$ cat config.mk
export PLATFORM = sky130hd
export DESIGN_NAME = pakx_out_fifo
export DESIGN_NICKNAME = d
export VERILOG_FILES = /design/src/rtl/pakx_pkg.sv /design/src/rtl/pakx_out_fifo.sv
export SDC_FILE = /design/constraint.sdc
export NUM_CORES = 1
export LEC_CHECK = 0
export BUFFER_PORTS_ARGS = -buffer_cell sky130_fd_sc_hd__clkbuf_2
export CORE_ASPECT_RATIO = 1.25
export CORE_UTILIZATION = 54
export CTS_CLUSTER_DIAMETER = 150
export DETAILED_ROUTE_END_ITERATION = 10
export PLACE_DENSITY = 0.78
export SETUP_SLACK_MARGIN = 0.1
export SYNTH_ARGS = -nofsm -noshare
export SYNTH_HDL_FRONTEND = slang
export SYNTH_SLANG_ARGS = --single-unit
$ cat constraint.sdc
create_clock -name clk -period 3.8 [get_ports clk]
set_input_delay 0.76 -clock clk [delete_from_list [all_inputs] [get_ports clk]]
set_output_delay 0.76 -clock clk [all_outputs]
set_load 0.01 [all_outputs]
$ cat src/rtl/pakx_pkg.sv
// ----------------------------------------------------------------------------
// pakx_pkg
// Shared types, constants and the multiply-and-fold helper for the packet
// additive keystream xor block.
// ----------------------------------------------------------------------------
package pakx_pkg;

    localparam int LANES  = 4;
    localparam int LANE_W = 2;

    localparam logic [31:0] KEY_MUL_LO = 32'he7988061;
    localparam logic [31:0] KEY_MUL_HI = 32'hbd9fa5c7;
    localparam logic [31:0] SEQ_MUL_HI = 32'hf3f77d13;
    localparam logic [31:0] SEQ_OFS_LO = 32'h80771ab1;
    localparam logic [31:0] SEQ_OFS_HI = 32'h55f2cc88;
    localparam int          FOLD_SHIFT = 19;

    localparam logic [31:0] SEQ_MUL [LANES] = '{
        32'h905c4577, 32'hb84c88cb, 32'hde0efbf1, 32'h9f614c3d
    };

    // one word travelling down the pipeline
    typedef struct packed {
        logic        first;
        logic [31:0] data;
        logic [2:0]  vb;
    } pakx_item_t;

    // one finished result
    typedef struct packed {
        logic [2:0]  vb;
        logic [31:0] data;
    } pakx_result_t;

    // low32(p) ^ low32(p >> 19) of the full 64-bit product
    function automatic logic [31:0] mul_fold(input logic [31:0] a, input logic [31:0] b);
        logic [63:0] p;
        p = {32'd0, a} * {32'd0, b};
        return p[31:0] ^ p[FOLD_SHIFT +: 32];
    endfunction

endpackage

$ cat src/rtl/pakx_out_fifo.sv
// ----------------------------------------------------------------------------
// pakx_out_fifo
// Small result queue between the cipher pipeline and the output channel.
// ----------------------------------------------------------------------------
module pakx_out_fifo #(
    parameter int DEPTH = 8
) (
    input  logic                   clk,
    input  logic                   rst_n,
    input  logic                   wr_en,
    input  pakx_pkg::pakx_result_t wr_item,
    output logic                   rd_valid,
    input  logic                   rd_ready,
    output pakx_pkg::pakx_result_t rd_item
);

    localparam int PTR_W = (DEPTH > 1) ? $clog2(DEPTH) : 1;
    localparam int CNT_W = $clog2(DEPTH + 1);

    pakx_pkg::pakx_result_t mem_reg [DEPTH];
    logic [PTR_W-1:0]       wr_ptr_reg;
    logic [PTR_W-1:0]       rd_ptr_reg;
    logic [CNT_W-1:0]       count_reg;
    logic [CNT_W-1:0]       count_next;
    logic                   pop;

    assign rd_valid = (count_reg != '0);
    assign pop      = rd_valid && rd_ready;
    assign rd_item  = mem_reg[rd_ptr_reg];

    always_comb
    begin
        count_next = count_reg;
        if (wr_en && !pop)
        begin
            count_next = count_reg + CNT_W'(1);
        end
        else if (!wr_en && pop)
        begin
            count_next = count_reg - CNT_W'(1);
        end
    end

    always_ff @(posedge clk or negedge rst_n)
    begin
        if (!rst_n)
        begin
            wr_ptr_reg <= '0;
            rd_ptr_reg <= '0;
            count_reg  <= '0;
        end
        else
        begin
            count_reg <= count_next;
            if (wr_en)
            begin
                wr_ptr_reg <= (wr_ptr_reg == PTR_W'(DEPTH - 1)) ? '0 : wr_ptr_reg + PTR_W'(1);
            end
            if (pop)
            begin
                rd_ptr_reg <= (rd_ptr_reg == PTR_W'(DEPTH - 1)) ? '0 : rd_ptr_reg + PTR_W'(1);
            end
        end
    end

    always_ff @(posedge clk)
    begin
        if (wr_en)
        begin
            mem_reg[wr_ptr_reg] <= wr_item;
        end
    end

endmodule
==> results.md, run 1 <==
* Share of layout cells above drive strength 1 at 31.6%
* Initial DRC Count at 290
* Worst-path maximum fanout at 26
* Area of the multi-input gates at 2700 µm²
* Placed Instance Area at 12200 µm²
* Total Routing Usage GR at 19.4%
* CTS tree: yes
* Family with the most delay on the worst path: multiplexers
* Commonest non-fill, non-tap cell in the layout: edfxtp_1
* Final Skew at 0.00832 ns
* R2r setup slk at 0.97 ns
* Die area at 21800 µm²
* Crit Path Class: flop to primary output
* GR Layer Usage met1 at 24.5%
* Arr. time, crit path at 2.61 ns
* P per Cell Area at 748 nW/µm²
* GRT busiest layer: met2
* HPWL after DPL at 11600 µm
* Global-route wire length before repair at 31000 µm
* Number of global-route vias before repair at 5356
* Number of synthesized flops with an enable pin at 280
* Mean cell area of the mapped netlist at 24.4 µm²
* CP Data Required Time at 3.04 ns
* Commonest cells after routing, fill and taps aside: edfxtp_1 (280), clkbuf_2 (74), mux4_1 (69)
* RR Startpoint: count_reg[0]
* FP Rows at 59
* Worst VDD drop at 0.432 mV
* Worst reg-to-reg path cell count at 7
* Area Growth Syn to Fin at 15.1%
* Post-synth cell types at 29
* WL/cell at 24.5 µm
* Register area share after synthesis at 75.7%
* Post-Route WL at 21200 µm
* Worst stage delay on the critical path at 0.75 ns
* Rel. slew slack at 57.6%
* Initial antenna violation count at 0
* Hold Fails Final Rpt at 0
* Achievable clock frequency at 297 MHz
* Clk_lat worst skew at 0.52 ns
* Post-route cell area at 13200 µm²
* Die Y at 165 µm
* CTS Buf Count at 28
* Maximum number of pins on one net before global-route repair at 51
* Final period util at 88.7%
* Nets at 613
* Worst Setup Start Kind: flop
* Routability cong. at 0.673
* Slew Viols, Final at 0
* Leak at 4.53 nW
* Ports at 75
* Initial core utilization at 54.9%
* Syn Nets at 515
* Crit-path cells: buf_12 > mux4_1 > mux2_2 > clkbuf_2
* Vias/cell at 5.91
* Met2 Track Usage GR at 34.5%
* PnR Total Power at 9.84 mW
* Synth Flop Type: edfxtp_1
* Chip width at 132 µm
* Worst r2r dst: count_reg[3]
* Async SR Flop Fraction at 3.45%
* RSZ-0062 raised after global routing: false
* Yosys reg bits at 290
* MaxCap Viol Count at 0
* Cts hold-fix bufs at 0
* Root buffer cell: clkbuf_16
* Longest Clk Path Bufs at 3
* Vias at 5091
* Register area at 8660 µm²
* Worst-Margin Slew at 0.636 ns
* CTS HTree Levels at 1
* Number of buffers added on ports at 74
* Yosys warning total at 0
* Final setup viols at 0
* Setup TNS at 0 ns
* WP buf/inv at 2
* Slowest CP cell: dfrtp_4
* Clock period minus worst slack at 3.37 ns
* Synthesized instance count at 468
* Met3 Use GR at 3.31%
* First-pass iteration count of the detailed router at 4
* Reg clk slew, reported paths at 0.06 ns
* DRC violations left at 0
* Post-Synthesis Cell Area at 11400 µm²
* Core ar. at 20800 µm²
* Element type at the critical path end: primary output
* # diodes at 0
* Hold WC Path Type: input pin to async pin
* Max reg flops at 280
* Antenna viol nets, final at 0
* Clock sink total at 290
* Fill count at 1371
* Status: complete, no violations
* GRT overflow at 0
timing repair:
item / in CTS / in global routing
setup endpoints to repair: 0 / 1
buffers inserted: 0 / 1
hold endpoints to repair: 0 / 0
resized for setup: 0 / 0
layout make-up:
cell class              instances  area share, %
flip-flops and latches        290           65.8
multi-input cells             156           20.5
clock buffers                  33           5.63
well taps                     274           2.60
clock inverters                19           1.46
inverters                       1         0.0285
repair buffers                 89           3.95
how the worst max path moves through the flow:
stage                        startpoint       endpoint  slack, ns  depth (start not counted)
final                     rd_ptr_reg[0]    rd_item[33]       0.43                          4
after global routing      rd_ptr_reg[0]    rd_item[33]       0.34                          4
after CTS                 rd_ptr_reg[0]    rd_item[31]       0.16                          4
after detailed placement  rd_ptr_reg[0]    rd_item[31]       0.75                          4
after global placement    rd_ptr_reg[0]    rd_item[33]       0.81                          4
after floorplan                   wr_en  mem_reg[1][0]       1.01                          2
report_power, final:
part / total [mW] / internal (mW) / switching (mW)
Sequential: 4.37 / 4.03 / 0.339
Clock: 2.76 / 1.66 / 1.10
Combinational: 2.71 / 1.38 / 1.34
metal layers:
metal / routed length (µm) / vias to the layer above
met1: 8460 / 2624
li1: - / 2245
met4: 446 / 0
met3: 1170 / 40
met5: 0 / -
met2: 11100 / 182
stage by stage:
stage                     utilization [%]  setup WS, ns  instances  hold WS, ns
after global placement               58.7         0.807        809        0.538
after floorplan                         -          1.01        468        0.464
after global routing                 63.2         0.337        862       0.0877
after detailed placement             58.7         0.752        809        0.551
after CTS                            63.1         0.160        861       0.0828
final                                63.2         0.430        862        0.100
cell usage after synthesis (all sizes together), types with 2 or more instances:
| cell type | instances | area (µm²) |
|---|---|---|
| edfxtp | 280 | 8410 |
| mux4 | 70 | 1840 |
| mux2 | 40 | 450 |
| buf | 12 | 106 |
| dfrtp | 10 | 250 |
| clkbuf | 9 | 35.0 |
| ha | 7 | 87.6 |
| nor2 | 7 | 26.3 |
| nand2 | 5 | 18.8 |
| nand2b | 4 | 25.0 |
| nor3 | 4 | 20.0 |
| a21oi | 2 | 10.0 |
| nand3 | 2 | 10.0 |
| o211ai | 2 | 15.0 |
| o21ai | 2 | 10.0 |
| or4 | 2 | 15.0 |
| xnor2 | 2 | 17.5 |
cell families (layout without fill, tap and decap cells):
kind of cell | count (synthesis) | count (layout) | share of synthesized area (%)
AOI/OAI and AO/OA | 9 | 9 | 0.711
xor gates and xnor gates | 2 | 2 | 0.153
adders and majority gates | 8 | 8 | 0.941
buffers and inverters | 22 | 142 | 1.27
DFF | 290 | 290 | 75.7
muxes | 111 | 111 | 20.1
and+or+nand+nor | 26 | 26 | 1.13
(Power assumes the default switching activity.)
==> run 2, diff against run 1 <==
HOLD_SLACK_MARGIN = 0.12   (was not set)
SKIP_CTS_REPAIR_TIMING = 1   (was not set)
==> run 2 against run 1 <==
Compared with the run above: global-route usage is the same; critical path depth is the same; critical path type unchanged; total power is essentially flat.
==> results.md, run 2 (synthesis gave the netlist of run 1 again) <==
* Setup TNS at 0 ns (unchanged)
* Crit Path Class: flop to primary output (unchanged)
* Global-route wire length before repair at 31000 µm (unchanged)
* Worst-Margin Slew at 0.637 ns (was 0.636 ns)
* Die Y at 165 µm (unchanged)
* Total Routing Usage GR at 19.4% (unchanged)
* Worst hold start: wr_item[28]
* Initial core utilization at 54.9% (unchanged)
* Hold Fails Final Rpt at 0 (unchanged)
* Final setup viols at 0 (unchanged)
* CTS HTree Levels at 1 (unchanged)
* Element type at the critical path end: primary output (unchanged)
* Slew Viols, Final at 0 (unchanged)
* Final period util at 88.7% (about the same)
* Hold path depth at 1
* Leak at 4.53 nW (about the same)
* Worst-path maximum fanout at 26 (unchanged)
* Routability cong. at 0.673 (unchanged)
* R2r setup slk at 0.96 ns (was 0.97 ns)
* Achievable clock frequency at 297 MHz (about the same)
* Initial DRC Count at 306 (was 290)
* Root buffer cell: clkbuf_16 (unchanged)
* Chip width at 132 µm (unchanged)
* CTS Buf Count at 28 (unchanged)
* Hold WC Path Type: input pin to flop (was input pin to async pin)
* HPWL after DPL at 11600 µm (unchanged)
* Worst reg-to-reg path cell count at 7 (unchanged)
* RSZ-0062 raised after global routing: false (unchanged)
* GRT busiest layer: met2 (unchanged)
* Crit-path cells: buf_12 > mux4_1 > mux2_2 > clkbuf_2 (unchanged)
* MaxCap Viol Count at 0 (unchanged)
* Post-route cell area at 13200 µm² (about the same)
* Clock sink total at 290 (unchanged)
* Antenna viol nets, final at 0 (unchanged)
* Family with the most delay on the worst path: multiplexers (unchanged)
* PnR Total Power at 9.85 mW (was 9.84 mW)
* WL/cell at 24.5 µm (about the same)
* DRC violations left at 0 (unchanged)
* Vias at 5115 (was 5091)
* Area Growth Syn to Fin at 15.2% (was 15.1%)
* WP buf/inv at 2 (unchanged)
* P per Cell Area at 748 nW/µm² (about the same)
* Worst r2r dst: count_reg[3] (unchanged)
* Commonest cells after routing, fill and taps aside: edfxtp_1 (280), clkbuf_2 (74), mux4_1 (69) (unchanged)
* Worst VDD drop at 0.431 mV (was 0.432 mV)
* Share of layout cells above drive strength 1 at 31.6% (about the same)
* First-pass iteration count of the detailed router at 4 (unchanged)
* RR Startpoint: count_reg[0] (unchanged)
* Met3 Use GR at 3.31% (unchanged)
* GR Layer Usage met1 at 24.5% (unchanged)
* Post-Route WL at 21200 µm (about the same)
* Initial antenna violation count at 0 (unchanged)
* Number of buffers added on ports at 74 (unchanged)
* FP Rows at 59 (unchanged)
* # diodes at 0 (unchanged)
* Die area at 21800 µm² (unchanged)
* Reg clk slew, reported paths at 0.06 ns (about the same)
* Slowest CP cell: dfrtp_4 (unchanged)
* Core ar. at 20800 µm² (unchanged)
* Nets at 614 (was 613)
* GRT overflow at 0 (unchanged)
* Commonest non-fill, non-tap cell in the layout: edfxtp_1 (unchanged)
* Placed Instance Area at 12200 µm² (unchanged)
* CP Data Required Time at 3.04 ns (about the same)
* Max reg flops at 280 (unchanged)
* Status: complete, no violations (unchanged)
* Final Skew at 0.00897 ns (was 0.00832 ns)
* Worst Setup Start Kind: flop (unchanged)
* Met2 Track Usage GR at 34.5% (unchanged)
* Vias/cell at 5.93 (was 5.91)
* Ports at 75 (unchanged)
* Maximum number of pins on one net before global-route repair at 51 (unchanged)
* Longest Clk Path Bufs at 3 (unchanged)
* CTS tree: yes (unchanged)
* Arr. time, crit path at 2.61 ns (about the same)
* Hold Path Sink: mem_reg[5][28]
* Clock period minus worst slack at 3.37 ns (about the same)
* Clk_lat worst skew at 0.53 ns (was 0.52 ns)
* Number of global-route vias before repair at 5356 (unchanged)
* Rel. slew slack at 57.5% (was 57.6%)
* Worst stage delay on the critical path at 0.75 ns (about the same)
run 2: cell types whose count changed in the layout (fill, tap and decap cells not counted), sizes merged:
cell / previous run / this run
dlygate4sd3: 0 / 1
run 2: worst max-delay path by stage:
stage | endpoint | depth (start not counted) | from | slack (ns)
finish | rd_item[33] | 4 | rd_ptr_reg[0] | 0.43
detailed placement | rd_item[31] | 4 | rd_ptr_reg[0] | 0.75
global route | rd_item[33] | 4 | rd_ptr_reg[0] | 0.34
floorplan | mem_reg[1][0] | 2 | wr_en | 1.01
CTS | rd_item[31] | 4 | rd_ptr_reg[0] | 0.16
global placement | rd_item[33] | 4 | rd_ptr_reg[0] | 0.81
run 2: stage by stage:
step	setup slack [ns]	util [%]	cells	hold slack [ns]
after floorplan	1.01	-	468	0.464
after global placement	0.807	58.7	809	0.538
after detailed placement	0.752	58.7	809	0.551
after CTS	0.160	63.1	861	0.0828
after global routing	0.337	63.3	863	0.489
final	0.430	63.3	863	0.511
run 2: area by class of cell:
cell class                      instances  area [µm²]
Multi-Input combinational cell        156        2700
Clock buffer                           33         741
Inverter                                1        3.75
Tap cell                              274         343
Sequential cell                       290        8660
Clock inverter                         19         193
Timing Repair Buffer                   90         531
Fill cell                            1370        7640
run 2: report_power, final:
group,switching [mW],leakage [nW],internal [mW]
sequential,0.340,2.66,4.03
combinational,1.34,1.41,1.38
clock,1.11,0.464,1.66
run 2: layer usage:
metal	wire length, µm	vias up
met3	1100	35
met2	11200	161
li1	-	2251
met5	0	-
met4	412	0
met1	8450	2668
